[src/rtl/labc_pkg.sv]
// Shared types, constants and helper functions of the layer compositor.
`timescale 1ns / 1ps
`default_nettype none
package labc_pkg;

  // Canvas geometry: the store holds CANVAS_DIM x CANVAS_DIM RGB pixels
  localparam int CANVAS_DIM  = 256;
  localparam int COORD_W     = $clog2(CANVAS_DIM);
  localparam int ADDR_W      = 2 * COORD_W;
  localparam int STORE_DEPTH = CANVAS_DIM * CANVAS_DIM;

  // Field widths
  localparam int POS_W   = 12;   // col / row
  localparam int REG_W   = 13;   // widest config register
  localparam int DIM_W   = 9;    // canvas width / height registers
  localparam int MAP_W   = 15;   // signed mapped coordinate
  localparam int PIX_W   = 24;   // stored RGB
  localparam int PROD_W  = 16;   // one channel's blend sum
  localparam int CFG_AW  = 5;
  localparam int CFG_DW  = 32;
  localparam int IN_DW   = 56;
  localparam int OUT_DW  = 32;

  // Item modes
  typedef logic [1:0] labc_mode_t;
  localparam labc_mode_t MODE_CLEAR = 2'd0;
  localparam labc_mode_t MODE_BLEND = 2'd1;
  localparam labc_mode_t MODE_READ  = 2'd2;

  // Register indexes (byte address = 4 * index)
  typedef logic [2:0] labc_reg_idx_t;
  localparam labc_reg_idx_t REG_CANVAS_X_MIN   = 3'd0;
  localparam labc_reg_idx_t REG_CANVAS_Y_MIN   = 3'd1;
  localparam labc_reg_idx_t REG_CANVAS_WIDTH   = 3'd2;
  localparam labc_reg_idx_t REG_CANVAS_HEIGHT  = 3'd3;
  localparam labc_reg_idx_t REG_LAYER_OFFSET_X = 3'd4;
  localparam labc_reg_idx_t REG_LAYER_OFFSET_Y = 3'd5;
  localparam labc_reg_idx_t REG_LAYER_WIDTH    = 3'd6;
  localparam labc_reg_idx_t REG_LAYER_HEIGHT   = 3'd7;

  localparam logic [DIM_W-1:0] CANVAS_DIM_RST = 9'd256;

  // Configuration as seen by the datapath
  typedef struct packed {
    logic [REG_W-1:0] canvas_x_min;
    logic [REG_W-1:0] canvas_y_min;
    logic [DIM_W-1:0] canvas_width;
    logic [DIM_W-1:0] canvas_height;
    logic [REG_W-1:0] layer_offset_x;
    logic [REG_W-1:0] layer_offset_y;
    logic [REG_W-1:0] layer_width;
    logic [REG_W-1:0] layer_height;
  } labc_cfg_t;

  // Mapped request leaving the address stage
  typedef struct packed {
    logic              valid;
    labc_mode_t        mode;
    logic              hit;
    logic [ADDR_W-1:0] addr;
    logic [31:0]       src;
  } labc_req_t;

  // Exact floor(n / 255) for n up to 255*255
  function automatic logic [7:0] div255(input logic [PROD_W-1:0] n);
    logic [PROD_W:0] t;
    t = {1'b0, n} + {9'd0, n[PROD_W-1:8]} + 17'd1;
    return t[15:8];
  endfunction

  // dst*(255-a) + src*a for one channel
  function automatic logic [PROD_W-1:0] mix_sum(input logic [7:0] s, input logic [7:0] d,
                                                input logic [7:0] a);
    logic [PROD_W-1:0] p0;
    logic [PROD_W-1:0] p1;
    p0 = {8'd0, d} * {8'd0, 8'hff - a};
    p1 = {8'd0, s} * {8'd0, a};
    return p0 + p1;
  endfunction

endpackage
`default_nettype wire

[src/rtl/labc_cfg.sv]
// APB-style configuration register file of the layer compositor.
`timescale 1ns / 1ps
`default_nettype none
module labc_cfg (
  input  wire                          clk,
  input  wire                          rst_n,
  input  wire                          cfg_psel,
  input  wire                          cfg_penable,
  input  wire                          cfg_pwrite,
  input  wire  [labc_pkg::CFG_AW-1:0]  cfg_paddr,
  input  wire  [labc_pkg::CFG_DW-1:0]  cfg_pwdata,
  output logic [labc_pkg::CFG_DW-1:0]  cfg_prdata,
  output logic                         cfg_pready,
  output labc_pkg::labc_cfg_t          cfg_o
);
  import labc_pkg::*;

  labc_cfg_t     regs_r;
  labc_reg_idx_t idx;
  logic          wr_en;

  assign idx        = cfg_paddr[4:2];
  assign cfg_pready = 1'b1;
  assign wr_en      = cfg_psel && cfg_penable && cfg_pwrite && cfg_pready;
  assign cfg_o      = regs_r;

  // Register writes
  always_ff @(posedge clk) begin
    if (!rst_n) begin
      regs_r <= '{canvas_x_min:   '0,
                  canvas_y_min:   '0,
                  canvas_width:   CANVAS_DIM_RST,
                  canvas_height:  CANVAS_DIM_RST,
                  layer_offset_x: '0,
                  layer_offset_y: '0,
                  layer_width:    '0,
                  layer_height:   '0};
    end else if (wr_en) begin
      unique case (idx)
        REG_CANVAS_X_MIN:   regs_r.canvas_x_min   <= cfg_pwdata[REG_W-1:0];
        REG_CANVAS_Y_MIN:   regs_r.canvas_y_min   <= cfg_pwdata[REG_W-1:0];
        REG_CANVAS_WIDTH:   regs_r.canvas_width   <= cfg_pwdata[DIM_W-1:0];
        REG_CANVAS_HEIGHT:  regs_r.canvas_height  <= cfg_pwdata[DIM_W-1:0];
        REG_LAYER_OFFSET_X: regs_r.layer_offset_x <= cfg_pwdata[REG_W-1:0];
        REG_LAYER_OFFSET_Y: regs_r.layer_offset_y <= cfg_pwdata[REG_W-1:0];
        REG_LAYER_WIDTH:    regs_r.layer_width    <= cfg_pwdata[REG_W-1:0];
        REG_LAYER_HEIGHT:   regs_r.layer_height   <= cfg_pwdata[REG_W-1:0];
      endcase
    end
  end

  // Read-back mux
  always_comb begin
    unique case (idx)
      REG_CANVAS_X_MIN:   cfg_prdata = {19'd0, regs_r.canvas_x_min};
      REG_CANVAS_Y_MIN:   cfg_prdata = {19'd0, regs_r.canvas_y_min};
      REG_CANVAS_WIDTH:   cfg_prdata = {23'd0, regs_r.canvas_width};
      REG_CANVAS_HEIGHT:  cfg_prdata = {23'd0, regs_r.canvas_height};
      REG_LAYER_OFFSET_X: cfg_prdata = {19'd0, regs_r.layer_offset_x};
      REG_LAYER_OFFSET_Y: cfg_prdata = {19'd0, regs_r.layer_offset_y};
      REG_LAYER_WIDTH:    cfg_prdata = {19'd0, regs_r.layer_width};
      REG_LAYER_HEIGHT:   cfg_prdata = {19'd0, regs_r.layer_height};
    endcase
  end

endmodule
`default_nettype wire

[config.mk]
export PLATFORM = sky130hd
export DESIGN_NAME = labc_cfg
export DESIGN_NICKNAME = d
export VERILOG_FILES = /design/src/rtl/labc_pkg.sv /design/src/rtl/labc_cfg.sv
export SDC_FILE = /design/constraint.sdc
export NUM_CORES = 1
export LEC_CHECK = 0
export BUFFER_PORTS_ARGS = -buffer_cell sky130_fd_sc_hd__clkbuf_2
export CELL_PAD_IN_SITES_DETAIL_PLACEMENT = 1
export CELL_PAD_IN_SITES_GLOBAL_PLACEMENT = 1
export CORE_MARGIN = 3
export CORE_UTILIZATION = 30
export DETAILED_ROUTE_END_ITERATION = 7
export GPL_TIMING_DRIVEN = 0
export PLACE_DENSITY_LB_ADDON = 0.15
export SETUP_SLACK_MARGIN = 0.05
export SKIP_CTS_REPAIR_TIMING = 1
export SLEW_MARGIN = 20
export SYNTH_ARGS = -nofsm -noshare
export SYNTH_HDL_FRONTEND = slang
export SYNTH_SLANG_ARGS = --single-unit
[constraint.sdc]
create_clock -name clk -period 1.7 [get_ports clk]
set_input_delay 0.255 -clock clk [delete_from_list [all_inputs] [get_ports clk]]
set_output_delay 0.255 -clock clk [all_outputs]
set_load 0.1 [all_outputs]
### After elaboration in Yosys (flattened, before gate mapping)

Index checks and enable logic that the tools add are counted.

| storage, ports and cells | value |
|---|---|
| bits in registers | 96 |
| input port bits | 42 |
| output and inout bits | 129 |

| operators by class | value |
|---|---|
| equal/unequal tests | 7 |
| muxes and demuxes | 1 |
| reductions and logical operators | 11 |

Operator list:

| kind | count |
|---|---|
| 32-bit one-hot mux with 8 select lines | 1 |
| 2-bit AND reduction | 8 |
| 3-bit equality test (second input constant) | 4 |
| 3-bit by 2-bit equality test with 1-bit output (second input constant) | 2 |
| 3-bit by 1-bit equality test with 1-bit output (second input constant) | 1 |
| 3-bit logical NOT | 1 |
| 1-bit logical AND | 2 |

### Depth between registers and ports, before layout

| logic depth | value |
|---|---|
| word-level depth | 3 |
| mapped depth | 7 |

### Worst setup path after synthesis

OpenSTA, ideal clock, no wires.

| timing path | value |
|---|---|
| path type | reg-to-output |
| start point | reg regs_r, in the netlist cfg_o[70] |
| end point | out cfg_prdata[0] (netlist name) |
| data arrival time | 2.835 ns |
| setup slack | -1.390 ns |
| stages on the path, launching flop included | 5 |
| path buffers | 0 |
| cells stage by stage | dfxtp_1 inv_1 a221oi_1 a21oi_1 a21oi_1 |

| on the way | value |
|---|---|
| word-level cells in the longest chain between the ends | 1 |

Ends and longest elaborated chain:

| element | RTL line | source |
|---|---|---|
| start, declared | labc_cfg.sv:18 | `labc_cfg_t regs_r;` |
| start signal, assigned | labc_cfg.sv:30 | `regs_r <= '{canvas_x_min: '0,` |
| 32-bit one-hot mux with 8 select lines | labc_cfg.sv:54 | `unique case (idx)` |
| end, declared | labc_cfg.sv:12 | `output logic [labc_pkg::CFG_DW-1:0] cfg_prdata,` |

Every way passes these cells. The select of a mux whose other input is x is not followed.

### Worst setup path after layout

| timing path | value |
|---|---|
| start point | in cfg_paddr[3] (netlist name) |
| end point | out cfg_prdata[8] (netlist name) |

| on the way | value |
|---|---|
| word-level cells in the longest chain between the ends | 2 |
| elaborated cells between the ends (all ways) | 9 |
| classes of those cells | eq/ne: 7; mux: 1; reduce/logical: 1 |

Ends and longest elaborated chain:

| element | RTL line | source |
|---|---|---|
| start, declared | labc_cfg.sv:10 | `input wire [labc_pkg::CFG_AW-1:0] cfg_paddr,` |
| 3-bit equality test (tied with other cells) | labc_cfg.sv:54 |  |
| 32-bit one-hot mux with 8 select lines * | labc_cfg.sv:54 |  |

Every way passes the cells marked *; elsewhere a longest branch is shown, timed or not. The select of a mux whose other input is x is not followed.

==> results.toml <==
[sta]
fin_ws_ns = -0.264
worstMarginPinSlew_ns = 0.692
report.final.setup_viol = 13
layout_min_cycle_time_ns = 1.96
max_freq_mhz = 509
setup_tns_ns = -2.43
clock_skew_ns = 0
hold_viol = 0
period_share = 1.16
final_max_slew_viol_count = 0
maxSlewHeadroom = 0.538
rsz0062_at_grt = "true"

[setup_path]
worst-path-buf-inv = 5
cp_top_family = "buffers and inverters"
critical_path_arrival_ns = 1.71
crit_path_start_kind = "input port"
critPathKind = "in -> out"
cp_common_cell = "buf_12"
crit_slowest_cell = "a221oi_4"
critPathMaxStageDelay_ns = 0.34
crit_chain = "buf_12 -> buf_12 -> buf_12 -> buf_12 -> mux2i_4 -> o2bb2ai_2 -> a221oi_4 -> nor2_4 -> buf_8"
worstPathRequired_ns = 1.44
path_max_fanout = 7
cp-end-kind = "output port"

[yosys]
yosysSeqAreaShare = 0.402
syn_avg_cell_area_um2 = 8.33
synth_cell_types = 39
ys.flop_type = "dfxtp_1"
async_reset_ff_frac = 0
synth_cells = 574
synth_edf_count = 0
synth_area_mm2 = 0.00478
yosysWarnings = 0
ys_seq_elements = 96

[global_routing]
grt_overflow = 0
grt_pass1_wl_um = 30300
antenna_found_initial = 0
grt_pass1_vias = 5008
grt_max_degree = 16
track_usage = 0.226

[power]
peakVddDrop_mv = 0.487
p_leak_uw = 0.00271
powerDensity_mw_per_mm2 = 756
p_total_uw = 5420

[floorplanning]
fp.dieArea_mm2 = 0.0175
start_util = 0.311
die_h_um = 132
die_w_um = 132
ios = 171
rows = 45
core_region_area_mm2 = 0.0154

[drt]
num_vias = 4794
dr.pass1.iters = 4
detail_route.wl_per_cell_um = 21.3
routed_wl_um = 20300
drc = 0
drt_iter0_markers = 219
antenna_left = 0
viasPerCell = 5.04

[clocking]
cts-root-buf = "clkbuf_16"
cts.sinks = 96
cts_buffers = 9
clk_pin_slew_worst_paths_ns = 0.07
cts_tree = "done"
ctsLongestPathBuffers = 2
clock_latency_ns = 0.35
cts.htree.levels = 3

[place]
post-place-ws_ns = -0.752
place.gp.congestion = 0.861
io_buffers = 118
hpwl_um = 15300

[cells_and_area]
diodes = 0
fin_nets = 777
drive_gt1_frac = 0.486
areaGrowthSynthToFinish_pct = 49.9
largest_reg_flops = 96
n_fill_cell = 1787

[status]
violations = "negative setup slack"
status = "complete, but fails checks"

[hold_path]
hold_path_class = "in -> reg"

[run]
max-cap-violations = 0
## tightest hold or removal path, stage by stage
cell and delay, ns:
buf_4 0.15, nand2_1 0.06, a21boi_1 0.05
## cells in the mapped netlist, drive strengths merged, types with 2 or more instances
cell     instances  area share
a21boi          76        0.12
a21oi            9      0.0094
a221oi          16       0.029
a22o             4      0.0073
a22oi            2      0.0031
a32oi            2      0.0037
buf             44       0.060
clkbuf          30       0.024
conb             2      0.0016
dfxtp           96        0.40
inv             10      0.0079
mux2             3      0.0071
mux2i           34       0.071
nand2           95       0.075
nand2b           7      0.0092
nor2            30       0.027
nor2b           24       0.031
nor3             4      0.0052
o21a             2      0.0031
o21ai           66       0.069
o2bb2ai          6       0.011
or3              2      0.0026
## per-layer routing
layer / global-route usage / wire [um] / vias up
met1: 0.308 / 9400 / 2333
li1: - / - / 2262
met4: 0.0855 / 482 / 0
met5: 0 / 0 / -
met3: 0.0374 / 1040 / 31
met2: 0.361 / 9360 / 168
## logic make-up after synthesis
| family | after synthesis | share of synthesized area |
|---|---|---|
| mux | 37 | 0.0783 |
| other cells | 2 | 0.00157 |
| flops | 96 | 0.402 |
| buf+inv | 84 | 0.0919 |
| simple gates | 167 | 0.163 |
| compound gates | 188 | 0.264 |
## layout make-up
cell class / count / area, um^2 / share of cell area
clock inverters: 3 / 41.3 / 0.00576
multi-input cells: 412 / 2960 / 0.413
clock buffers: 13 / 260 / 0.0363
inverters: 10 / 37.5 / 0.00524
repair buffers: 132 / 896 / 0.125
plain buffers: 74 / 510 / 0.0712
well taps: 211 / 264 / 0.0368
flip-flops and latches: 96 / 2200 / 0.307
## worst paths after layout
path                               start                endpoint  slack [ns]  cells past startpoint
setup / recovery            cfg_paddr[3]           cfg_prdata[8]       -0.26                      9
hold / removal             cfg_pwdata[3]  cfg_o[29]$_SDFFE_PN0P_        0.20                      3
setup reg to reg  cfg_o[48]$_SDFFE_PN0P_  cfg_o[48]$_SDFFE_PN0P_        0.96                      2
hold reg to reg   cfg_o[88]$_SDFFE_PN0P_  cfg_o[88]$_SDFFE_PN0P_        0.47                      2
## placed cells by master, fill, tap and decap left out, types with 13 or more instances in the layout
| cell type | count |
|---|---|
| clkbuf_2 | 104 |
| nand2_1 | 95 |
| a21boi_1 | 67 |
| o21ai_0 | 64 |
| dfxtp_4 | 62 |
| buf_4 | 36 |
| dfxtp_2 | 34 |
| clkbuf_1 | 30 |
| mux2i_1 | 26 |
| nor2b_1 | 20 |
| conb_1 | 20 |
| nor2_1 | 15 |
| buf_12 | 13 |
## where the power goes
group          internal (uW)  switching (uW)  leakage, uW
combinational            309             793      0.00173
clock                   1220             906     0.000143
sequential              2170            18.2     0.000839
## per-stage QoR
stage,std cells,util,hold slack (ns),cell area [um^2]
finish,951,0.466,0.197,7170
global route,951,0.466,0.197,7170
CTS,937,0.429,0.187,6590
detailed placement,921,0.409,0.461,6290
global placement,921,0.409,0.455,6290
floorplan,592,-,0.380,5430
Note: power is estimated with default switching activity, not from simulation.
