==> config.mk <==
export PLATFORM = sky130hd
export DESIGN_NAME = labc_map
export DESIGN_NICKNAME = d
export VERILOG_FILES = /design/src/rtl/labc_pkg.sv /design/src/rtl/labc_map.sv
export SDC_FILE = /design/constraint.sdc
export NUM_CORES = 1
export LEC_CHECK = 0
export BUFFER_PORTS_ARGS = -buffer_cell sky130_fd_sc_hd__buf_2
export CAP_MARGIN = 20
export CORE_UTILIZATION = 50
export CTS_CLUSTER_SIZE = 14
export DETAILED_ROUTE_END_ITERATION = 8
export PLACE_DENSITY = 0.78
export REMOVE_ABC_BUFFERS = 1
export SETUP_SLACK_MARGIN = 0.5
export SLEW_MARGIN = 40
export SYNTH_ARGS = -nofsm -noshare
export SYNTH_HDL_FRONTEND = slang
export SYNTH_SLANG_ARGS = --single-unit
==> constraint.sdc <==
create_clock -name clk -period 7.42 [get_ports clk]
set_input_delay 0.371 -clock clk [delete_from_list [all_inputs] [get_ports clk]]
set_output_delay 0.371 -clock clk [all_outputs]
set_load 0.05 [all_outputs]
==> src/rtl/labc_pkg.sv <==
// Shared types, constants and helper functions of the layer compositor.
`timescale 1ns / 1ps
`default_nettype none
package labc_pkg;

  // Canvas geometry: the store holds CANVAS_DIM x CANVAS_DIM RGB pixels
  localparam int CANVAS_DIM  = 256;
  localparam int COORD_W     = $clog2(CANVAS_DIM);
  localparam int ADDR_W      = 2 * COORD_W;
  localparam int STORE_DEPTH = CANVAS_DIM * CANVAS_DIM;

  // Field widths
  localparam int POS_W   = 12;   // col / row
  localparam int REG_W   = 13;   // widest config register
  localparam int DIM_W   = 9;    // canvas width / height registers
  localparam int MAP_W   = 15;   // signed mapped coordinate
  localparam int PIX_W   = 24;   // stored RGB
  localparam int PROD_W  = 16;   // one channel's blend sum
  localparam int CFG_AW  = 5;
  localparam int CFG_DW  = 32;
  localparam int IN_DW   = 56;
  localparam int OUT_DW  = 32;

  // Item modes
  typedef logic [1:0] labc_mode_t;
  localparam labc_mode_t MODE_CLEAR = 2'd0;
  localparam labc_mode_t MODE_BLEND = 2'd1;
  localparam labc_mode_t MODE_READ  = 2'd2;

  // Register indexes (byte address = 4 * index)
  typedef logic [2:0] labc_reg_idx_t;
  localparam labc_reg_idx_t REG_CANVAS_X_MIN   = 3'd0;
  localparam labc_reg_idx_t REG_CANVAS_Y_MIN   = 3'd1;
  localparam labc_reg_idx_t REG_CANVAS_WIDTH   = 3'd2;
  localparam labc_reg_idx_t REG_CANVAS_HEIGHT  = 3'd3;
  localparam labc_reg_idx_t REG_LAYER_OFFSET_X = 3'd4;
  localparam labc_reg_idx_t REG_LAYER_OFFSET_Y = 3'd5;
  localparam labc_reg_idx_t REG_LAYER_WIDTH    = 3'd6;
  localparam labc_reg_idx_t REG_LAYER_HEIGHT   = 3'd7;

  localparam logic [DIM_W-1:0] CANVAS_DIM_RST = 9'd256;

  // Configuration as seen by the datapath
  typedef struct packed {
    logic [REG_W-1:0] canvas_x_min;
    logic [REG_W-1:0] canvas_y_min;
    logic [DIM_W-1:0] canvas_width;
    logic [DIM_W-1:0] canvas_height;
    logic [REG_W-1:0] layer_offset_x;
    logic [REG_W-1:0] layer_offset_y;
    logic [REG_W-1:0] layer_width;
    logic [REG_W-1:0] layer_height;
  } labc_cfg_t;

  // Mapped request leaving the address stage
  typedef struct packed {
    logic              valid;
    labc_mode_t        mode;
    logic              hit;
    logic [ADDR_W-1:0] addr;
    logic [31:0]       src;
  } labc_req_t;

  // Exact floor(n / 255) for n up to 255*255
  function automatic logic [7:0] div255(input logic [PROD_W-1:0] n);
    logic [PROD_W:0] t;
    t = {1'b0, n} + {9'd0, n[PROD_W-1:8]} + 17'd1;
    return t[15:8];
  endfunction

  // dst*(255-a) + src*a for one channel
  function automatic logic [PROD_W-1:0] mix_sum(input logic [7:0] s, input logic [7:0] d,
                                                input logic [7:0] a);
    logic [PROD_W-1:0] p0;
    logic [PROD_W-1:0] p1;
    p0 = {8'd0, d} * {8'd0, 8'hff - a};
    p1 = {8'd0, s} * {8'd0, a};
    return p0 + p1;
  endfunction

endpackage
`default_nettype wire

==> src/rtl/labc_map.sv <==
// Input register and coordinate mapping / bounds check stage.
`timescale 1ns / 1ps
`default_nettype none
module labc_map (
  input  wire                           clk,
  input  wire                           rst_n,
  input  wire                           en,
  input  wire                           in_valid,
  input  wire  [1:0]                    in_mode,
  input  wire  [labc_pkg::POS_W-1:0]    in_col,
  input  wire  [labc_pkg::POS_W-1:0]    in_row,
  input  wire  [31:0]                   in_src,
  input  labc_pkg::labc_cfg_t           cfg_i,
  output labc_pkg::labc_req_t           req_o
);
  import labc_pkg::*;

  // Stage A: captured beat
  logic              a_valid_r;
  labc_mode_t        a_mode_r;
  logic [POS_W-1:0]  a_col_r;
  logic [POS_W-1:0]  a_row_r;
  logic [31:0]       a_src_r;

  // Stage B: mapped request
  logic              b_valid_r;
  labc_mode_t        b_mode_r;
  logic              b_hit_r;
  logic [ADDR_W-1:0] b_addr_r;
  logic [31:0]       b_src_r;

  logic [REG_W-1:0]  cw_eff;
  logic [REG_W-1:0]  ch_eff;
  logic [MAP_W-1:0]  bx;
  logic [MAP_W-1:0]  by;
  logic [MAP_W-1:0]  x;
  logic [MAP_W-1:0]  y;
  logic              in_layer;
  logic              hit_nxt;

  always_ff @(posedge clk) begin
    if (!rst_n) begin
      a_valid_r <= 1'b0;
      b_valid_r <= 1'b0;
    end else if (en) begin
      a_valid_r <= in_valid;
      b_valid_r <= a_valid_r;
    end
  end

  always_ff @(posedge clk) begin
    if (en) begin
      a_mode_r <= in_mode;
      a_col_r  <= in_col;
      a_row_r  <= in_row;
      a_src_r  <= in_src;
      b_mode_r <= a_mode_r;
      b_hit_r  <= hit_nxt;
      b_addr_r <= {y[COORD_W-1:0], x[COORD_W-1:0]};
      b_src_r  <= a_src_r;
    end
  end

  // Effective canvas size, saturated to the store dimension
  always_comb begin
    cw_eff = ({4'd0, cfg_i.canvas_width} > REG_W'(CANVAS_DIM)) ?
             REG_W'(CANVAS_DIM) : {4'd0, cfg_i.canvas_width};
    ch_eff = ({4'd0, cfg_i.canvas_height} > REG_W'(CANVAS_DIM)) ?
             REG_W'(CANVAS_DIM) : {4'd0, cfg_i.canvas_height};
  end

  // Layer to canvas mapping for blends: pos + layer_offset - canvas_min
  always_comb begin
    bx = {3'd0, a_col_r}
       + {{2{cfg_i.layer_offset_x[REG_W-1]}}, cfg_i.layer_offset_x}
       - {{2{cfg_i.canvas_x_min[REG_W-1]}}, cfg_i.canvas_x_min};
    by = {3'd0, a_row_r}
       + {{2{cfg_i.layer_offset_y[REG_W-1]}}, cfg_i.layer_offset_y}
       - {{2{cfg_i.canvas_y_min[REG_W-1]}}, cfg_i.canvas_y_min};
    in_layer = ({1'b0, a_col_r} < cfg_i.layer_width) &&
               ({1'b0, a_row_r} < cfg_i.layer_height);
    if (a_mode_r == MODE_BLEND) begin
      x = bx;
      y = by;
    end else begin
      x = {3'd0, a_col_r};
      y = {3'd0, a_row_r};
    end
    hit_nxt = (a_mode_r == MODE_CLEAR || a_mode_r == MODE_READ ||
               (a_mode_r == MODE_BLEND && in_layer)) &&
              !x[MAP_W-1] && !y[MAP_W-1] &&
              (x[MAP_W-2:0] < {1'b0, cw_eff}) &&
              (y[MAP_W-2:0] < {1'b0, ch_eff});
  end

  assign req_o = '{valid: b_valid_r, mode: b_mode_r, hit: b_hit_r,
                   addr: b_addr_r, src: b_src_r};

endmodule
`default_nettype wire

After elaboration in Yosys (flattened, before gate mapping)
Index checks and enable logic that the tools add are counted.

$add $sub $neg: 4. Magnitude comparators: 6. Reduce and logical (&&, ||, !) cells: 11. Multiplexer cells: 4. Eq/ne operators: 2.

Operators with widths (number): 15-bit 2-to-1 mux (2); 14-bit by 13-bit subtractor with 15-bit output (2); 13-bit by 13-bit adder with 14-bit output (2); 14-bit by 9-bit less-than comparator with 1-bit output (2); 12-bit by 13-bit less-than comparator with 1-bit output (2); 9-bit > comparator (second input constant) (2); 9-bit 2-to-1 mux (2); 1-bit logical AND (6); 2-bit by 1-bit equality test with 1-bit output (second input constant) (1); 2-bit equality test (second input constant) (1); 1-bit logical NOT (2); 2-bit logical NOT (1); 1-bit logical OR (2).

Flip-flop bits (word level): 111. Output and inout bits: 52.

Logic depth before layout (Yosys ltp)
Gate-level depths: netlist (run 1).

Depth after elaboration: 8. Mapped depth: 19.

Worst setup path after synthesis (run 1)
OpenSTA, ideal clock, no wires.

Path kind: input-to-reg. From: input cfg_i[40] (netlist name). To: register b_hit_r (data pin). Path slack: 3472 ps. Stages: 18. Data required time: 7270 ps. Library setup time: 150 ps. Arrival time: 3799 ps. Path through: inv_1 -> fa_1 -> inv_1 -> fa_1 -> a21o_2 -> a41oi_1 -> a21boi_0 -> nand2b_1 -> a21oi_1 -> xor2_1 -> o21ai_1 -> ha_1 -> and4_1 -> a211oi_1 -> nand3_1 -> nor3_1 -> o211ai_1 -> nor3_2.

Word-level cells in the longest chain between the ends: 8.

RTL lines: from (decl) (RTL line labc_map.sv:13) `input labc_pkg::labc_cfg_t cfg_i,`; 13-bit by 13-bit adder with 14-bit output (*) (RTL line labc_map.sv:75) `+ {{2{cfg_i.layer_offset_x[REG_W-1]}}, cfg_i.layer_offset_x}`; 14-bit by 13-bit subtractor with 15-bit output (*) (RTL line labc_map.sv:76) `- {{2{cfg_i.canvas_x_min[REG_W-1]}}, cfg_i.canvas_x_min};`; 15-bit 2-to-1 mux (*) (RTL line labc_map.sv:82) `if (a_mode_r == MODE_BLEND) begin`; parallel branches: the longest is 3 deep, another holds 14-bit by 9-bit less-than comparator with 1-bit output; 1-bit logical AND (*) (RTL line labc_map.sv:91) `!x[MAP_W-1] && !y[MAP_W-1] &&`; 1-bit logical AND (*) (RTL line labc_map.sv:92) `(x[MAP_W-2:0] < {1'b0, cw_eff}) &&`; via hit_nxt (RTL line labc_map.sv:39) `logic hit_nxt;`; to (signal assigned) (RTL line labc_map.sv:58) `b_hit_r <= hit_nxt;`; to (decl) (RTL line labc_map.sv:28) `logic b_hit_r;`.

Mark *: on every way through the listed nets, which the timed path passes. A chain may end at the register's enable or synchronous reset.

Worst setup path after layout (run 1)
From: register a_col_r[1]. To: register b_hit_r (data pin).

Word-level cells in the longest chain between the ends: 8.

RTL lines: from (decl) (RTL line labc_map.sv:21) `logic [POS_W-1:0] a_col_r;`; from (signal assigned) (RTL line labc_map.sv:54) `a_col_r <= in_col;`; parallel branches: the longest is 6 deep, another holds 14-bit by 13-bit subtractor with 15-bit output; 1-bit logical AND (*) (RTL line labc_map.sv:91); 1-bit logical AND (*) (RTL line labc_map.sv:92); via hit_nxt (RTL line labc_map.sv:39).

Marks and branches as above.

==> results of run 1 <==
final timing paths:
check                         from  depth (start not counted)                     to
max           a_col_r[1]$_DFFE_PP_                         18      b_hit_r$_DFFE_PP_
min                      in_src[6]                          1   a_src_r[6]$_DFFE_PP_
max reg2reg   a_col_r[1]$_DFFE_PP_                         18      b_hit_r$_DFFE_PP_
min reg2reg  a_src_r[15]$_DFFE_PP_                          0  b_src_r[15]$_DFFE_PP_
flip-flops by register name, indices dropped and copies added, names as in the netlist:
register,flops
b_addr_r,16
b_src_r,32
a_valid_r,1
a_row_r,12
b_valid_r,1
b_hit_r,1
a_mode_r,2
a_col_r,12
b_mode_r,2
a_src_r,32
Yosys cell counts, types with 3 or more instances:
cell       instances
a211oi_1           7
a21boi_0           3
a21o_1            13
a21oi_1           28
buf_4              3
clkbuf_1           3
edfxtp_1         109
fa_1              24
ha_1              70
inv_1            129
mux2_1             3
mux2i_1            3
nand2_1           35
nand2b_1           3
nand3_1           10
nand4_1            4
nand4b_1           4
nor2_1            16
nor2b_1            5
nor3_1             6
o2111ai_1          3
o211ai_1           6
o21a_1             7
o21ai_0           27
o21ai_1            4
o21bai_1           3
o22ai_1            3
xnor2_1            3
xor2_1            11
worst max-delay path, cell delays in order, from the launching register on:
cell and delay, ns:
edfxtp_1 0.36, inv_1 0.07, fa_1 0.47, inv_1 0.07, fa_1 0.47, a21o_2 0.24
a41oi_1 0.25, a21boi_0 0.32, nand2b_1 0.09, a21oi_1 0.18, xor2_1 0.16, o21ai_1 0.08
ha_1 0.32, and4_1 0.19, a211oi_1 0.26, nand3_1 0.11, nor3_1 0.20, o211ai_1 0.13
nor3_2 0.12
through the flow:
step | hold WS, ns | total power, W | cell area (µm²)
after floorplan | 0.4003 | 0.001218 | 6709
after detailed placement | 0.4052 | 0.001396 | 7988
after global routing | 0.1529 | 0.002008 | 8307
final | 0.1748 | 0.001900 | 8307
after global placement | 0.4008 | 0.001371 | 7985
after CTS | 0.1641 | 0.001915 | 8307
report_power, final:
part | internal [W] | switching (W)
Clock | 0.000250 | 0.000265
Combinational | 0.000237 | 0.000380
Sequential | 0.000749 | 0.0000195
Total | 0.00124 | 0.000664
cell families (layout without fill, tap and decap cells):
logic type | after synthesis | in the layout
buffers and inverters | 138 | 357
AOI/OAI and AO/OA | 129 | 129
DFF | 111 | 111
adders and majority gates | 94 | 94
and+or+nand+nor | 94 | 94
xor gates and xnor gates | 14 | 14
muxes | 6 | 6
layout make-up:
| cell class | instances | area [µm²] | share of cell area [%] |
|---|---|---|---|
| flip-flops and latches | 111 | 3313 | 39.89 |
| multi-input cells | 337 | 2907 | 34.99 |
| repair buffers | 210 | 1056 | 12.71 |
| inverters | 131 | 491.7 | 5.920 |
| clock buffers | 9 | 225.2 | 2.711 |
| well taps | 176 | 220.2 | 2.651 |
| clock inverters | 7 | 93.84 | 1.130 |
routing by layer:
| layer | global-route usage, % | wire [µm] |
|---|---|---|
| met2 | 40.11 | 7592 |
| met5 | 0 | 0 |
| met3 | 8.736 | 1391 |
| met1 | 27.12 | 6269 |
| met4 | 6.891 | 297 |
==> metrics, run 1 <==
CTS tree built; largest family of logic cells by synthesized area adder cells; CTS buffer count 9; pwr dens 228.7 mW/mm²; first-pass GRT wire length 24880 µm; H-tree depth 3; slew at the pin closest to its max-slew limit 0.7884 ns; chip height 118.2 µm; clk slew on worst S/H paths 0.08 ns; endpoints failing hold 0; dpl hpwl 12640 µm; row count 42; Synth async-reset ratio 0%; post-synthesis mux area share 0.9457%; routed vias 5027; count of different cell masters after synthesis 61; status finished with violations; initial antenna violation count 2; dominant synthesized flop cell edfxtp_1; via density per instance 5.124; io pins 210; share of cells above drive strength 1 30.06%; drt initial violations 274; grt ovf 0; DP Cell Count 965; post-synthesis area per instance 11.51 µm²; Post-Synth Adder-Cell Area 20.10%; Hold-fix buffers, CTS 0; fin util 62.98%; vias in the first global route 5312; type of the worst setup path reg -> reg; ANT cells 0; Placer Congestion 0.9186; drt first pass iters 7; max-capacitance violation count 0; Final Setup Violations 0; Final Cycle Share 57.14%; IO Port Bufs 209; worst IR drop on VDD 163.3 µV; crit path capture type flip-flop; Starting Density 51.16%; CTS sink cnt 111; post-synth top area cell edfxtp_1; failing checks DRC; post-cts sizing count 0; Global Route Usage Sum 23.36%; pre-CTS WS 3.077 ns; Worst Slack Setup Final 3.181 ns; Simple-Gate Fraction of Synth Area 6.805%; Worst setup SP type flip-flop; Final Net Count 1052; warnings from Yosys 0; Setup Buffers After CTS 0; sequential area share after synthesis 49.10%; Rel. slew slack 47.20%; die area 0.01396 mm²; Leak 4.019 nW; area share of xor/xnor cells in the synthesized design 1.817%; maximum clock path buffer count 2; Post-Synthesis Cells 586; commonest non-fill, non-tap cells in the layout 208 x buf_2, 129 x inv_1, 109 x edfxtp_1, 70 x ha_1, 35 x nand2_1; Synth Area in Compound Gates 13.37%; Mapped Area 0.006748 mm²; Achievable Freq 235.9 MHz; worst-path fanout max 2; Non-Filler Instances 981; area grow syn2layout 23.10%; Worst Hold Class in -> reg; core area 0.01319 mm²; Fillers 1110; most common cell after layout, fill and taps aside buf_2; RSZ-0062 raised after global routing false; post-synth top area share 48.51%; post-route ant nets 0; Fin Clk Skew 0.005938 ns; final slew viol count 0; min Tclk post-route 4.239 ns; latest clock arrival within the worst-skew pair 0.36 ns; Residual DRC 1; drt total wl 15550 µm; largest net degree at the start of global routing 65; Post-synth EDFFs 109; routed length per instance 15.85 µm; Synth area leaders edfxtp_1 49%, ha_1 13%, inv_1 7.2%; final setup TNS 0 ns; Die Width 118.2 µm; Critical Path RT 7.63 ns; R2R setup slack 3.18 ns; Root Buffer clkbuf_16; Arr. time, crit path 4.45 ns; #FFs+latches synth 111
Note: power is estimated with default switching activity, not from simulation.
==> run 2, diff against run 1 <==
Settings changed: CORE_UTILIZATION 50 to 47, PLACE_DENSITY 0.78 to 0.77.
Clock period 7.42 ns to 3.5 ns, I/O delays scaled along.
==> metrics, run 2 (synthesized netlist as in run 1, its figures left out) <==
drt initial violations 262 (-4.4%); failing checks setup timing; CTS sink cnt 111 (unchanged); maximum clock path buffer count 2 (unchanged); Leak 4.522 nW (+13%); final slew viol count 0 (unchanged); Die Width 121.8 µm (+3.1%); pre-CTS WS -0.7479 ns (-3.825 ns); io pins 210 (unchanged); final setup TNS -0.2351 ns (-0.2351 ns); largest net degree at the start of global routing 112 (+72%); routed length per instance 15.72 µm (-0.81%); CTS buffer count 9 (unchanged); drt total wl 17200 µm (+11%); clk slew on worst S/H paths 0.08 ns (about the same); design area 0.009345 mm² (+13%); status finished with violations; via density per instance 5.002 (-2.4%); Arr. time, crit path 3.94 ns (-0.51 ns); ANT cells 0 (unchanged); RSZ-0062 raised after global routing true; latest clock arrival within the worst-skew pair 0.36 ns (about the same); H-tree depth 3 (unchanged); Non-Filler Instances 1094 (+12%); Final Cycle Share 106.7% (+50 points); Fillers 1074 (-3.2%); dpl hpwl 12290 µm (-2.7%); Pwr Total 0.004299 W (+130%); Fin Clk Skew 0.01144 ns (+0.005503 ns); Final Setup Violations 1 (+1); post-route ant nets 0 (unchanged); share of cells above drive strength 1 33.81% (+3.7 points); row count 43 (+2.4%); most common cell after layout, fill and taps aside buf_2; vias in the first global route 5621 (+5.8%); routed vias 5472 (+8.9%); Worst setup SP type flip-flop; Rel. slew slack 59.53% (+12 points); Starting Density 48.42% (-2.7 points); endpoints failing hold 0 (unchanged); Worst Slack Setup Final -0.2351 ns (-3.416 ns); Final Net Count 1161 (+10%); worst IR drop on VDD 369.7 µV (+130%); Critical Path RT 3.71 ns (-3.92 ns); max-capacitance violation count 0 (unchanged); core area 0.01393 mm² (+5.6%); Placer Congestion 0.8540 (-7.0%); worst-path fanout max 2 (unchanged); chip height 121.8 µm (+3.1%); drt first pass iters 4 (-3); Largest regs a_src_r: 32 flops, b_src_r: 32 flops, b_addr_r: 16 flops; first-pass GRT wire length 26580 µm (+6.8%); type of the worst setup path reg -> reg; min Tclk post-route 3.735 ns (-0.5044 ns); Residual DRC 0 (-1); IO Port Bufs 209 (unchanged); Achievable Freq 267.7 MHz (+14%); commonest non-fill, non-tap cells in the layout 208 x buf_2, 127 x inv_1, 109 x edfxtp_1, 69 x ha_1, 56 x dlygate4sd3_1; pwr dens 460.1 mW/mm² (+100%); area grow syn2layout 38.49%; Worst Hold Class in -> reg; slew at the pin closest to its max-slew limit 0.6044 ns (-0.1840 ns); DP Area 0.008378 mm² (+4.9%); CTS tree built; initial antenna violation count 0 (-2); die area 0.01484 mm² (+6.3%); grt ovf 0 (unchanged); crit path capture type flip-flop; Root Buffer clkbuf_16; Global Route Usage Sum 23.95% (+0.59 points); DP Cell Count 1019 (+5.6%)
-- run 2: critical path: stages, from the launching register on --
cell and delay [ns]:
edfxtp_1 0.38, inv_2 0.05, fa_1 0.52, inv_2 0.05, fa_2 0.35, a21o_4 0.22, a41oi_2 0.14, a21boi_2 0.21
buf_4 0.13, xnor2_1 0.15, o21ai_2 0.11, ha_1 0.31, and4_1 0.21, a211oi_2 0.17, nand3_1 0.10, nor3_2 0.14
o211ai_1 0.13, nor3_2 0.20
-- run 2: through the flow --
stage / hold WS [ns] / util [%]
after global placement: 0.3513 / 60.12
after floorplan: 0.2739 / -
after global routing: 0.009934 / 67.06
final: 0.007279 / 67.06
after detailed placement: 0.3531 / 60.12
after CTS: 0.001236 / 66.93
-- run 2: worst paths after layout --
check	startpoint	to	slack, ns	depth (start not counted)
worst max-delay path	a_col_r[1]$_DFFE_PP_	b_hit_r$_DFFE_PP_	-0.24	17
worst max register to register	a_col_r[1]$_DFFE_PP_	b_hit_r$_DFFE_PP_	-0.24	17
worst min-delay path	in_col[6]	a_col_r[6]$_DFFE_PP_	0.007	1
worst min register to register	a_src_r[20]$_DFFE_PP_	b_src_r[20]$_DFFE_PP_	0.42	0
-- run 2: routing by layer --
layer	up-vias	GRT usage, %	wire [µm]
met3	21	5.618	1253
li1	2693	-	-
met5	-	0	0
met1	2560	26.98	6810
met2	198	44.67	8864
met4	0	6.636	271
-- run 2: timing repair --
item                       in CTS  in global routing
buffers inserted                3                  0
hold endpoints to repair       55                  1
pin swaps                      17                  0
hold buffers                   55                  1
gates resized for setup        20                  4
setup endpoints to repair       1                  1
-- run 2: final cells by class --
| type | count | area, µm² | area share (%) |
|---|---|---|---|
| repair buffers | 319 | 2027 | 21.69 |
| multi-input cells | 337 | 2963 | 31.70 |
| well taps | 180 | 225.2 | 2.410 |
| clock inverters | 7 | 100.1 | 1.071 |
| flip-flops and latches | 111 | 3313 | 35.45 |
| inverters | 131 | 491.7 | 5.262 |
| clock buffers | 9 | 225.2 | 2.410 |
-- run 2: report_power, final --
group          internal (W)  total, W  leakage (nW)  switching (W)
registers           0.00159   0.00163          1.09      0.0000392
clock network      0.000581   0.00113         0.158       0.000553
logic              0.000677   0.00154          3.28       0.000862
total               0.00285   0.00430          4.52        0.00145
==> run 3, diff against run 2 <==
Settings changed: RECOVER_POWER from default to 100.
==> metrics, run 3 (synthesized netlist as in run 1, its figures left out) <==
drt initial violations 287 (+9.5%); CTS tree built; chip height 121.8 µm (unchanged); Rel. slew slack -86.86% (-150 points); maximum clock path buffer count 2 (unchanged); Final Setup Violations 1 (unchanged); die area 0.01484 mm² (unchanged); routed vias 5473 (+0.018%); max-capacitance violation count 1 (+1); Worst Hold Class in -> reg; CTS buffer count 9 (unchanged); Final Cycle Share 106.9% (+0.16 points); clk slew on worst S/H paths 0.09 ns (about the same); area grow syn2layout 37.21%; ANT cells 0 (unchanged); min Tclk post-route 3.741 ns (+0.005475 ns); share of cells above drive strength 1 27.57% (-6.2 points); Die Width 121.8 µm (unchanged); drt first pass iters 4 (unchanged); status finished with violations; post-route ant nets 0 (unchanged); drt total wl 17200 µm (unchanged); grt ovf 0 (unchanged); failing checks capacitance limit, slew limit, setup timing; Fin Clk Skew 0.01307 ns (+0.001626 ns); io pins 210 (unchanged); worst-path fanout max 2 (unchanged); latest clock arrival within the worst-skew pair 0.36 ns (about the same); endpoints failing hold 0 (unchanged); CP max-delay cell fa_1; largest net degree at the start of global routing 112 (unchanged); Leak 4.356 nW (-3.7%); RSZ-0062 raised after global routing true; final slew viol count 112 (+112); Worst setup SP type flip-flop; Largest stage delay, worst path 0.52 ns (about the same); Starting Density 48.42% (unchanged); type of the worst setup path reg -> reg; Achievable Freq 267.3 MHz (-0.15%); Arr. time, crit path 3.95 ns (about the same); Min Hold Slack 0.02062 ns (+0.01334 ns); dpl hpwl 12290 µm (unchanged); Pwr Total 0.004289 W (-0.23%); crit path capture type flip-flop; DP Cell Count 1019 (unchanged); worst IR drop on VDD 370.8 µV (+0.30%); IO Port Bufs 209 (unchanged); crit-path cells inv_2, fa_1, inv_2, fa_2, a21o_4, a41oi_2, a21boi_2, buf_4, xnor2_1, o21ai_2, ha_1, and4_1, a211oi_2, nand3_1, nor3_2, o211ai_1, nor3_2; Placer Congestion 0.8540 (unchanged); vias in the first global route 5621 (unchanged); via density per instance 5.003 (about the same); row count 43 (unchanged); Worst Slack Setup Final -0.2405 ns (-0.005475 ns); Residual DRC 0 (unchanged); pre-CTS WS -0.7479 ns (unchanged); core area 0.01393 mm² (unchanged); initial antenna violation count 0 (unchanged); most common cell after layout, fill and taps aside buf_2; Largest regs a_src_r: 32 flops, b_src_r: 32 flops, b_addr_r: 16 flops; Bufs and invs on worst path 3 (unchanged); Root Buffer clkbuf_16; CTS sink cnt 111 (unchanged); first-pass GRT wire length 26580 µm (unchanged); pwr dens 463.3 mW/mm² (+0.70%); Global Route Usage Sum 23.95% (unchanged); critical path's top delay family adder cells; commonest non-fill, non-tap cells in the layout 151 x buf_2, 127 x inv_1, 109 x edfxtp_1, 69 x ha_1, 57 x clkbuf_1; routed length per instance 15.72 µm (unchanged); Critical Path RT 3.71 ns (about the same); Final Net Count 1161 (unchanged); H-tree depth 3 (unchanged); slew at the pin closest to its max-slew limit 2.803 ns (+2.199 ns); Non-Filler Instances 1094 (unchanged)
-- run 3: changes by cell type in the layout (fill, tap and decap cells not counted) --
cell / previous run / this run
buf_2: 208 / 151
clkbuf_2: 0 / 1
clkbuf_1: 0 / 57
buf_4: 54 / 53
buf_12: 1 / 0
clkbuf_4: 0 / 1
-- run 3: worst paths after layout --
check        slack, ns             startpoint               endpoint  cells past startpoint
min reg2reg       0.42  a_src_r[20]$_DFFE_PP_  b_src_r[20]$_DFFE_PP_                      0
min               0.02              in_col[6]   a_col_r[6]$_DFFE_PP_                      1
max reg2reg      -0.24   a_col_r[1]$_DFFE_PP_      b_hit_r$_DFFE_PP_                     17
max              -0.24   a_col_r[1]$_DFFE_PP_      b_hit_r$_DFFE_PP_                     17
-- run 3: area by class of cell --
| type | count | area (µm²) |
|---|---|---|
| fillers | 1113 | 4676 |
| clock inverters | 7 | 100.1 |
| flip-flops and latches | 111 | 3313 |
| inverters | 131 | 491.7 |
| well taps | 180 | 225.2 |
| repair buffers | 319 | 1941 |
| multi-input cells | 337 | 2963 |
| clock buffers | 9 | 225.2 |
-- run 3: power breakdown --
group	internal, W	total, W	switching, W
clock network	0.000581	0.00113	0.000552
logic	0.000660	0.00152	0.000862
registers	0.00159	0.00163	0.0000409
total	0.00283	0.00429	0.00145
-- run 3: repair_timing --
item	4_1_cts	5_1_grt
endpoints found under the setup margin	1	1
resized for setup	20	4
pin swaps	17	0
hold buffers	55	1
hold endpoints to repair	55	1
buffers inserted	3	0
-- run 3: routing by layer --
layer / up-vias / track usage (%) / part of all wire, %
met1: 2571 / 26.98 / 40
met5: - / 0 / 0
met2: 190 / 44.67 / 51
met4: 0 / 6.636 / 1.6
met3: 21 / 5.618 / 6.8
li1: 2691 / - / -
-- run 3: stage by stage --
stage / util, % / TNS [ns] / area (µm²)
after floorplan: - / -0.3789 / 6709
after global placement: 60.12 / -0.6700 / 8378
after detailed placement: 60.12 / -0.7479 / 8378
after CTS: 66.93 / -0.2076 / 9326
after global routing: 66.45 / -0.4135 / 9259
final: 66.45 / -0.2405 / 9259
-- run 3: worst reg2reg max path: cells and delay by family (launching register included) --
family,cells,cell delay (ns)
AO/OA/AOI/OAI,6,0.98
adder cells (fa/ha/maj),3,1.18
flip-flops,1,0.38
XOR/XNOR,1,0.15
AND/OR/NAND/NOR,4,0.67
buffers and inverters,3,0.23
